===== src/rtl/rt_bandwidth_admission_control_macros.svh =====
// assertion macros for the bandwidth admission control block
// used by the top level only, no other dependencies
`ifndef RT_BANDWIDTH_ADMISSION_CONTROL_MACROS_SVH
`define RT_BANDWIDTH_ADMISSION_CONTROL_MACROS_SVH

// same-cycle implication
`define BAC_ASSERT_IMP(label, clk, rst_n, ante, cons) \
    label: assert property (@(posedge clk) disable iff (!rst_n) (ante) |-> (cons)) \
        else $error("bandwidth admission control: check failed");

// next-cycle implication
`define BAC_ASSERT_NXT(label, clk, rst_n, ante, cons) \
    label: assert property (@(posedge clk) disable iff (!rst_n) (ante) |=> (cons)) \
        else $error("bandwidth admission control: check failed");

`endif


===== src/rtl/bac_pkg.sv =====
// types, codes and constants for the bandwidth admission control block
// no dependencies
package bac_pkg;

    localparam int TIME_BITS_DEFAULT = 32;
    localparam int FIELD_W           = 32;
    localparam int UTIL_W            = 10;
    localparam int PRIO_W            = 5;
    localparam int CFG_INDEX_W       = 2;
    localparam int UTIL_SCALE        = 1000;

    localparam logic [UTIL_W-1:0] EDF_LIMIT_RST = 10'd1000;
    localparam logic [UTIL_W-1:0] RMS_LIMIT_RST = 10'd690;

    localparam int PERIOD_BAND_0 = 10;
    localparam int PERIOD_BAND_1 = 50;
    localparam int PERIOD_BAND_2 = 100;

    localparam logic [PRIO_W-1:0] PRIO_BAND_0 = 5'd30;
    localparam logic [PRIO_W-1:0] PRIO_BAND_1 = 5'd25;
    localparam logic [PRIO_W-1:0] PRIO_BAND_2 = 5'd20;
    localparam logic [PRIO_W-1:0] PRIO_BAND_3 = 5'd15;
    localparam logic [PRIO_W-1:0] PRIO_NONE   = 5'd0;

    localparam logic CMD_EDF = 1'b0;
    localparam logic CMD_RMS = 1'b1;

    localparam logic [CFG_INDEX_W-1:0] CFG_EDF_LIMIT = 2'd0;
    localparam logic [CFG_INDEX_W-1:0] CFG_RMS_LIMIT = 2'd1;

    typedef enum logic [1:0] {
        ST_ADMITTED = 2'd0,
        ST_INVALID  = 2'd1,
        ST_EXCEEDED = 2'd2
    } bac_status_t;

    typedef enum logic [2:0] {
        S_IDLE,
        S_CHECK,
        S_DIV,
        S_BUDGET,
        S_OUT
    } bac_state_t;

    typedef struct packed {
        logic               command;
        logic [FIELD_W-1:0] exec_time;
        logic [FIELD_W-1:0] task_period;
        logic [FIELD_W-1:0] rel_deadline;
    } bac_req_t;

    typedef struct packed {
        bac_status_t       status;
        logic [PRIO_W-1:0] assigned_priority;
        logic [UTIL_W-1:0] utilization;
    } bac_rsp_t;

endpackage


===== src/rtl/bac_util_div.sv =====
// iterative restoring divider: floor(w * 1000 / p) for w <= p, one quotient bit a cycle
// depends on bac_pkg
module bac_util_div #(
    parameter int TIME_W = bac_pkg::FIELD_W
) (
    input  logic                       clk,
    input  logic                       rst_n,
    input  logic                       start,
    input  logic [TIME_W-1:0]          w,
    input  logic [TIME_W-1:0]          p,
    output logic                       done,
    output logic [bac_pkg::UTIL_W-1:0] q
);
    import bac_pkg::*;

    localparam int NW    = TIME_W + UTIL_W;
    localparam int CNT_W = $clog2(UTIL_W);

    logic [NW-1:0]     n_reg, n_next;
    logic [NW-1:0]     d_reg, d_next;
    logic [UTIL_W-1:0] q_reg, q_next;
    logic [CNT_W-1:0]  cnt_reg, cnt_next;
    logic              busy_reg, busy_next;
    logic              done_reg, done_next;
    logic [NW:0]       diff;
    logic              ge;

    // shared subtract and compare
    assign diff = {1'b0, n_reg} - {1'b0, d_reg};
    assign ge   = !diff[NW];

    always_comb
    begin
        n_next    = n_reg;
        d_next    = d_reg;
        q_next    = q_reg;
        cnt_next  = cnt_reg;
        busy_next = busy_reg;
        done_next = 1'b0;
        if (start)
        begin
            n_next    = NW'(w) * NW'(UTIL_SCALE);
            d_next    = NW'(p) << (UTIL_W - 1);
            q_next    = '0;
            cnt_next  = CNT_W'(UTIL_W - 1);
            busy_next = 1'b1;
        end
        else if (busy_reg)
        begin
            if (ge)
            begin
                n_next = diff[NW-1:0];
            end
            q_next = {q_reg[UTIL_W-2:0], ge};
            d_next = d_reg >> 1;
            if (cnt_reg == '0)
            begin
                busy_next = 1'b0;
                done_next = 1'b1;
            end
            else
            begin
                cnt_next = cnt_reg - 1'b1;
            end
        end
    end

    always_ff @(posedge clk or negedge rst_n)
    begin
        if (!rst_n)
        begin
            busy_reg <= 1'b0;
            done_reg <= 1'b0;
            cnt_reg  <= '0;
        end
        else
        begin
            busy_reg <= busy_next;
            done_reg <= done_next;
            cnt_reg  <= cnt_next;
        end
    end

    always_ff @(posedge clk)
    begin
        n_reg <= n_next;
        d_reg <= d_next;
        q_reg <= q_next;
    end

    assign done = done_reg;
    assign q    = q_reg;

endmodule


===== src/rtl/rt_bandwidth_admission_control.sv =====
// bandwidth admission control for real-time tasks, one request at a time
// valid request: check, divide, budget, then result valid; invalid request: check, then result valid
// a new request is taken only after the result has been taken and the block is back in idle;
// a valid one goes through the ten steps of the shared divide unit plus the check, done, budget and output steps
// reset clears budget and latched limit, limit registers to 1000 and 690; no clearing pass
// depends on bac_pkg, bac_util_div and the macros header
`include "rt_bandwidth_admission_control_macros.svh"

module rt_bandwidth_admission_control #(
    parameter int TIME_BITS = bac_pkg::TIME_BITS_DEFAULT
) (
    input  logic                            clk,
    input  logic                            rst_n,
    input  logic                            req_valid,
    output logic                            req_ready,
    input  bac_pkg::bac_req_t               req,
    output logic                            rsp_valid,
    input  logic                            rsp_ready,
    output bac_pkg::bac_rsp_t               rsp,
    input  logic                            cfg_valid,
    output logic                            cfg_ready,
    input  logic [bac_pkg::CFG_INDEX_W-1:0] cfg_index,
    input  logic [bac_pkg::UTIL_W-1:0]      cfg_data
);
    import bac_pkg::*;

    localparam int TW = (TIME_BITS < FIELD_W) ? TIME_BITS : FIELD_W;

    bac_state_t        state_reg, state_next;
    logic              cmd_reg, cmd_next;
    logic [TW-1:0]     w_reg, w_next;
    logic [TW-1:0]     p_reg, p_next;
    logic [TW-1:0]     d_reg, d_next;
    logic [UTIL_W-1:0] util_reg, util_next;
    bac_rsp_t          rsp_reg, rsp_next;
    logic [UTIL_W-1:0] edf_limit_reg, edf_limit_next;
    logic [UTIL_W-1:0] rms_limit_reg, rms_limit_next;
    logic [UTIL_W-1:0] budget_used_reg, budget_used_next;
    logic [UTIL_W-1:0] budget_limit_reg, budget_limit_next;

    logic              bad;
    logic              div_start;
    logic              div_done;
    logic [UTIL_W-1:0] div_q;
    logic [UTIL_W-1:0] limit_eff;
    logic [UTIL_W:0]   budget_sum;
    logic [PRIO_W-1:0] prio;

    bac_util_div #(
        .TIME_W (TW)
    ) u_div (
        .clk   (clk),
        .rst_n (rst_n),
        .start (div_start),
        .w     (w_reg),
        .p     (p_reg),
        .done  (div_done),
        .q     (div_q)
    );

    // parameter checks
    always_comb
    begin
        if (cmd_reg == CMD_RMS)
        begin
            bad = (p_reg == '0) || (w_reg > p_reg);
        end
        else
        begin
            bad = (p_reg == '0) || (w_reg == '0) || (w_reg > d_reg) || (d_reg > p_reg);
        end
    end

    assign limit_eff  = (budget_limit_reg != '0) ? budget_limit_reg :
                        ((cmd_reg == CMD_RMS) ? rms_limit_reg : edf_limit_reg);
    assign budget_sum = {1'b0, budget_used_reg} + {1'b0, util_reg};

    always_comb
    begin
        if (cmd_reg != CMD_RMS)
        begin
            prio = PRIO_NONE;
        end
        else if (p_reg <= TW'(PERIOD_BAND_0))
        begin
            prio = PRIO_BAND_0;
        end
        else if (p_reg <= TW'(PERIOD_BAND_1))
        begin
            prio = PRIO_BAND_1;
        end
        else if (p_reg <= TW'(PERIOD_BAND_2))
        begin
            prio = PRIO_BAND_2;
        end
        else
        begin
            prio = PRIO_BAND_3;
        end
    end

    // next state
    always_comb
    begin
        state_next = state_reg;
        unique case (state_reg)
            S_IDLE:
            begin
                if (req_valid)
                begin
                    state_next = S_CHECK;
                end
            end
            S_CHECK:
            begin
                state_next = bad ? S_OUT : S_DIV;
            end
            S_DIV:
            begin
                if (div_done)
                begin
                    state_next = S_BUDGET;
                end
            end
            S_BUDGET:
            begin
                state_next = S_OUT;
            end
            S_OUT:
            begin
                if (rsp_ready)
                begin
                    state_next = S_IDLE;
                end
            end
            default:
            begin
                state_next = S_IDLE;
            end
        endcase
    end

    // outputs of the sequencer
    always_comb
    begin
        req_ready = 1'b0;
        rsp_valid = 1'b0;
        div_start = 1'b0;
        unique case (state_reg)
            S_IDLE:   req_ready = 1'b1;
            S_CHECK:  div_start = !bad;
            S_OUT:    rsp_valid = 1'b1;
            default:  ;
        endcase
    end

    // datapath and budget state
    always_comb
    begin
        cmd_next          = cmd_reg;
        w_next            = w_reg;
        p_next            = p_reg;
        d_next            = d_reg;
        util_next         = util_reg;
        rsp_next          = rsp_reg;
        budget_used_next  = budget_used_reg;
        budget_limit_next = budget_limit_reg;
        unique case (state_reg)
            S_IDLE:
            begin
                if (req_valid)
                begin
                    cmd_next = req.command;
                    w_next   = req.exec_time[TW-1:0];
                    p_next   = req.task_period[TW-1:0];
                    d_next   = req.rel_deadline[TW-1:0];
                end
            end
            S_CHECK:
            begin
                if (bad)
                begin
                    rsp_next.status            = ST_INVALID;
                    rsp_next.assigned_priority = PRIO_NONE;
                    rsp_next.utilization       = '0;
                end
            end
            S_DIV:
            begin
                if (div_done)
                begin
                    util_next = div_q;
                end
            end
            S_BUDGET:
            begin
                budget_limit_next    = limit_eff;
                rsp_next.utilization = util_reg;
                if (budget_sum > {1'b0, limit_eff})
                begin
                    rsp_next.status            = ST_EXCEEDED;
                    rsp_next.assigned_priority = PRIO_NONE;
                end
                else
                begin
                    budget_used_next           = budget_sum[UTIL_W-1:0];
                    rsp_next.status            = ST_ADMITTED;
                    rsp_next.assigned_priority = prio;
                end
            end
            default:  ;
        endcase
    end

    // limit registers
    assign cfg_ready = 1'b1;

    always_comb
    begin
        edf_limit_next = edf_limit_reg;
        rms_limit_next = rms_limit_reg;
        if (cfg_valid)
        begin
            unique case (cfg_index)
                CFG_EDF_LIMIT: edf_limit_next = cfg_data;
                CFG_RMS_LIMIT: rms_limit_next = cfg_data;
                default:       ;
            endcase
        end
    end

    always_ff @(posedge clk or negedge rst_n)
    begin
        if (!rst_n)
        begin
            state_reg        <= S_IDLE;
            edf_limit_reg    <= EDF_LIMIT_RST;
            rms_limit_reg    <= RMS_LIMIT_RST;
            budget_used_reg  <= '0;
            budget_limit_reg <= '0;
        end
        else
        begin
            state_reg        <= state_next;
            edf_limit_reg    <= edf_limit_next;
            rms_limit_reg    <= rms_limit_next;
            budget_used_reg  <= budget_used_next;
            budget_limit_reg <= budget_limit_next;
        end
    end

    always_ff @(posedge clk)
    begin
        cmd_reg  <= cmd_next;
        w_reg    <= w_next;
        p_reg    <= p_next;
        d_reg    <= d_next;
        util_reg <= util_next;
        rsp_reg  <= rsp_next;
    end

    assign rsp = rsp_reg;

    `BAC_ASSERT_IMP(a_budget_in_limit, clk, rst_n,
        budget_limit_reg != '0, budget_used_reg <= budget_limit_reg)
    `BAC_ASSERT_IMP(a_one_at_a_time, clk, rst_n, rsp_valid, !req_ready)
    `BAC_ASSERT_NXT(a_budget_only_on_decision, clk, rst_n,
        state_reg != S_BUDGET, $stable(budget_used_reg))
    `BAC_ASSERT_IMP(a_rms_admit_has_prio, clk, rst_n,
        rsp_valid && (rsp.status == ST_ADMITTED) && (cmd_reg == CMD_RMS),
        rsp.assigned_priority != PRIO_NONE)

endmodule

===== config.mk =====
export PLATFORM = sky130hd
export DESIGN_NAME = rt_bandwidth_admission_control
export DESIGN_NICKNAME = d
export VERILOG_FILES = /design/src/rtl/bac_pkg.sv /design/src/rtl/bac_util_div.sv /design/src/rtl/rt_bandwidth_admission_control.sv
export VERILOG_INCLUDE_DIRS = /design/src /design/src/rtl
export SDC_FILE = /design/constraint.sdc
export NUM_CORES = 1
export LEC_CHECK = 0
export ABC_AREA = 0
export BUFFER_PORTS_ARGS = -buffer_cell sky130_fd_sc_hd__buf_2
export CAP_MARGIN = 30
export CORE_MARGIN = 2
export CORE_UTILIZATION = 35
export CTS_BUF_LIST = sky130_fd_sc_hd__clkbuf_8 sky130_fd_sc_hd__clkbuf_16
export CTS_CLUSTER_DIAMETER = 150
export DETAILED_ROUTE_END_ITERATION = 10
export PLACE_DENSITY = 0.51
export SYNTH_ARGS = -nofsm -noshare
export SYNTH_HDL_FRONTEND = slang
export SYNTH_SLANG_ARGS = --single-unit

===== constraint.sdc =====
create_clock -name clk -period 8.45 [get_ports clk]
set_clock_uncertainty 0.05 [all_clocks]
set_input_delay 0.4225 -clock clk [delete_from_list [all_inputs] [get_ports clk]]
set_output_delay 0.4225 -clock clk [all_outputs]
set_load 0.02 [all_outputs]

==> flow_metrics.py <==
metrics = {
    "yosys": {
        "synthesis.instances": 1996,
        "yosysSeqAreaShare_pct": 36.3,
        "yosys_warnings": 0,
        "avgSynthCellArea_sq_um": 10.4,
        "ys_types": 76,
        "syn_nets": 2489,
        "synth_edf_count": 195,
        "async_reset_ff_share_pct": 18.4,
        "synth_area_sq_um": 20800,
        "ys_ff_latch": 266,
        "synth_flop_cell": "edfxtp_1",
    },
    "finish": {
        "fillers": 5728,
        "postLayoutCellArea_sq_um": 24400,
        "instances_no_fill": 3030,
        "fin_nets": 2725,
        "largest_reg_flops": 42,
        "drive_above_1_share_pct": 12.2,
        "area_growth_pct": 17.3,
        "diodes": 0,
    },
    "global_route": {
        "antenna_found_initial": 1,
        "grt_pass1_wl_microns": 87900,
        "grt-ovfl-total": 0,
        "grtUsageTotal_pct": 18.4,
        "grt_pass1_vias": 16500,
        "grt_max_degree": 77,
    },
    "clock_network": {
        "cts-buffers-inserted": 31,
        "root_buffer": "clkbuf_16",
        "cts_hold_buffers": 105,
        "clock_path_buffers": 3,
        "cts_htree_levels": 1,
        "cts_resized": 0,
        "cts.clk_slew.worst_paths_ns": 0.06,
        "cts_tree": "built",
        "cts_sinks": 266,
        "postCtsSetupRepairBufs": 0,
        "clk_latency_ns": 0.61,
    },
    "timing": {
        "relSlewSlack_pct": 35.5,
        "slew_violations": 0,
        "setup_tns_ns": 0,
        "finalHoldViolCount": 0,
        "min_period_ns": 5.87,
        "fin_crit_sh_pct": 69.5,
        "rsz0062_at_grt": "no",
        "fmaxAchievable_mhz": 170,
        "worst_slack_ns": 2.58,
        "tightest_slew_ns": 0.963,
        "setup_viol": 0,
    },
    "placed_design": {
        "dpl_worst_slack_ns": 2.60,
        "numPortBuffers": 132,
        "dp_hpwl_microns": 43300,
        "place_area_sq_um": 22300,
        "gp_congestion": 0.890,
        "dp_cells": 2867,
    },
    "route": {
        "vias_per_cell": 5.10,
        "drt-initial-drc-count": 837,
        "route.vias.total": 15400,
        "firstDrtPassIters": 5,
        "drt_wl_total_microns": 54900,
        "routedWlPerCell_microns": 18.1,
        "postRouteAntennaNets": 0,
        "drc_errors": 0,
    },
    "outcome": {
        "status": "finished clean",
    },
    "floorplan": {
        "die_h_microns": 248,
        "rows": 89,
        "num_io_pins": 134,
        "fp.dieW_microns": 248,
        "die_area_sq_um": 61300,
        "core_sq_um": 58800,
        "initial_core_util_pct": 35.3,
    },
    "setup_path": {
        "crit_top_cell": "fa_1",
        "worstPathMaxFanout": 6,
        "critPathBufInv": 2,
        "critPathSlowestCell": "fa_1",
        "max_stage_delay_ns": 0.54,
        "crit_required_ns": 8.71,
        "critPathArrivalTime_ns": 6.13,
        "crit_type": "flip-flop to flip-flop",
        "cp-end-kind": "flip-flop",
        "critPathTopFamily": "adder cells",
        "crit_chain": "inv_1 > fa_1 > fa_1 > fa_1 > fa_1 > inv_1 > ha_1 > a21oi_1 > nand2_1 > o31ai_2 > o221a_2 > a311oi_2 > or2_1 > a31o_2 > a21o_1 > a211oi_1 > o22ai_1",
        "cp-start-kind": "flip-flop",
    },
    "job": {
        "cap_violations": 0,
    },
    "hold_path": {
        "min_path_type": "input pin to flip-flop",
    },
}
==> layout make-up <==
class / count / area [sq um] / area share (%)
inverters: 292 / 1100 / 4.50
well taps: 773 / 967 / 3.97
clock buffers: 35 / 842 / 3.46
multi-input cells: 1391 / 11900 / 48.9
repair buffers: 250 / 1820 / 7.48
flip-flops and latches: 266 / 7540 / 30.9
clock inverters: 23 / 191 / 0.786
==> through the flow <==
step / util (%) / hold WS, ns
2_1_floorplan: - / 0.0769
3_3_place_gp: 37.8 / 0.372
3_5_place_dp: 37.9 / 0.370
4_1_cts: 41.4 / 0.00515
5_1_grt: 41.4 / 0.0210
6_report: 41.4 / 0.0383
==> worst paths after layout <==
kind,start,end,slack [ns],cells after the start
max in group asynchronous,rst_n,u_div.busy_reg,7.45,3
min in group asynchronous,rst_n,rms_limit_reg[3],0.42,3
min,cfg_data[4],rms_limit_reg[4],0.04,2
max,w_reg[5],u_div.n_reg[38],2.58,17
max reg2reg,w_reg[5],u_div.n_reg[38],2.58,17
min reg2reg,u_div.q[9],util_reg[9],0.38,0
==> cell usage in the layout, fill, tap and decap left out, types with 14 or more instances in the layout <==
cell type,n
a211oi_1,15
mux2_2,39
nand2_1,159
o21a_1,14
buf_2,132
a21o_1,53
a21oi_1,120
inv_1,296
o21ai_1,20
nand4_1,36
nand3_1,27
nor2_1,82
xnor2_1,49
nor2b_1,20
edfxtp_1,195
clkbuf_16,32
nor3_1,18
dfrtp_1,37
nor4_1,14
dlygate4sd3_1,105
o21ai_0,93
mux2i_1,23
dfxtp_1,22
ha_1,259
xor2_1,32
and3_1,25
nand2b_1,16
fa_1,120
==> layer usage <==
metal	global-route usage [%]	share of wire, %	vias up	wire (microns)
met4	6.69	3.9	0	2140
met5	0	0	-	0
met2	32.8	49	316	27000
met3	3.10	4.5	107	2500
met1	22.2	42	7540	23200
li1	-	-	7479	-
==> synthesized netlist by cell type, drive strengths merged, types with 19 or more instances <==
master	count	area share [%]
clkbuf	19	0.36
edfxtp	195	28
buf	28	0.86
xor2	32	1.3
nor3	20	0.51
nand4	36	1.1
mux2i	23	1.1
mux2	39	2.1
a21oi	122	3.0
xnor2	49	2.1
nand2	159	2.9
dfrtp	38	4.6
nor2	82	1.5
ha	259	16
and3	25	0.75
o21ai	113	2.7
dfxtp	22	2.1
fa	120	12
nor2b	20	0.60
inv	291	5.3
nand3	27	0.65
a21o	53	1.9
==> cell families after synthesis <==
kind of cell             synth area share, %
XOR/XNOR                                3.42
multiplexers                            3.22
buffers and inverters                   6.49
AND/OR/NAND/NOR                         10.3
AO/OA/AOI/OAI                           13.1
flip-flops                              36.3
other                                 0.0181
adder cells (fa/ha/maj)                 27.2
==> worst register-to-register path, stage by stage, from the launching register on <==
cell and delay, ns:
edfxtp_1 0.48, inv_1 0.30, fa_1 0.50, fa_1 0.54, fa_1 0.44, fa_1 0.52
inv_1 0.04, ha_1 0.36, a21oi_1 0.25, nand2_1 0.10, o31ai_2 0.45, o221a_2 0.33
a311oi_2 0.14, or2_1 0.26, a31o_2 0.27, a21o_1 0.17, a211oi_1 0.23, o22ai_1 0.12
Power is not shown: default switching activity piles up to over one toggle a cycle in this logic, so the estimate is an artifact.
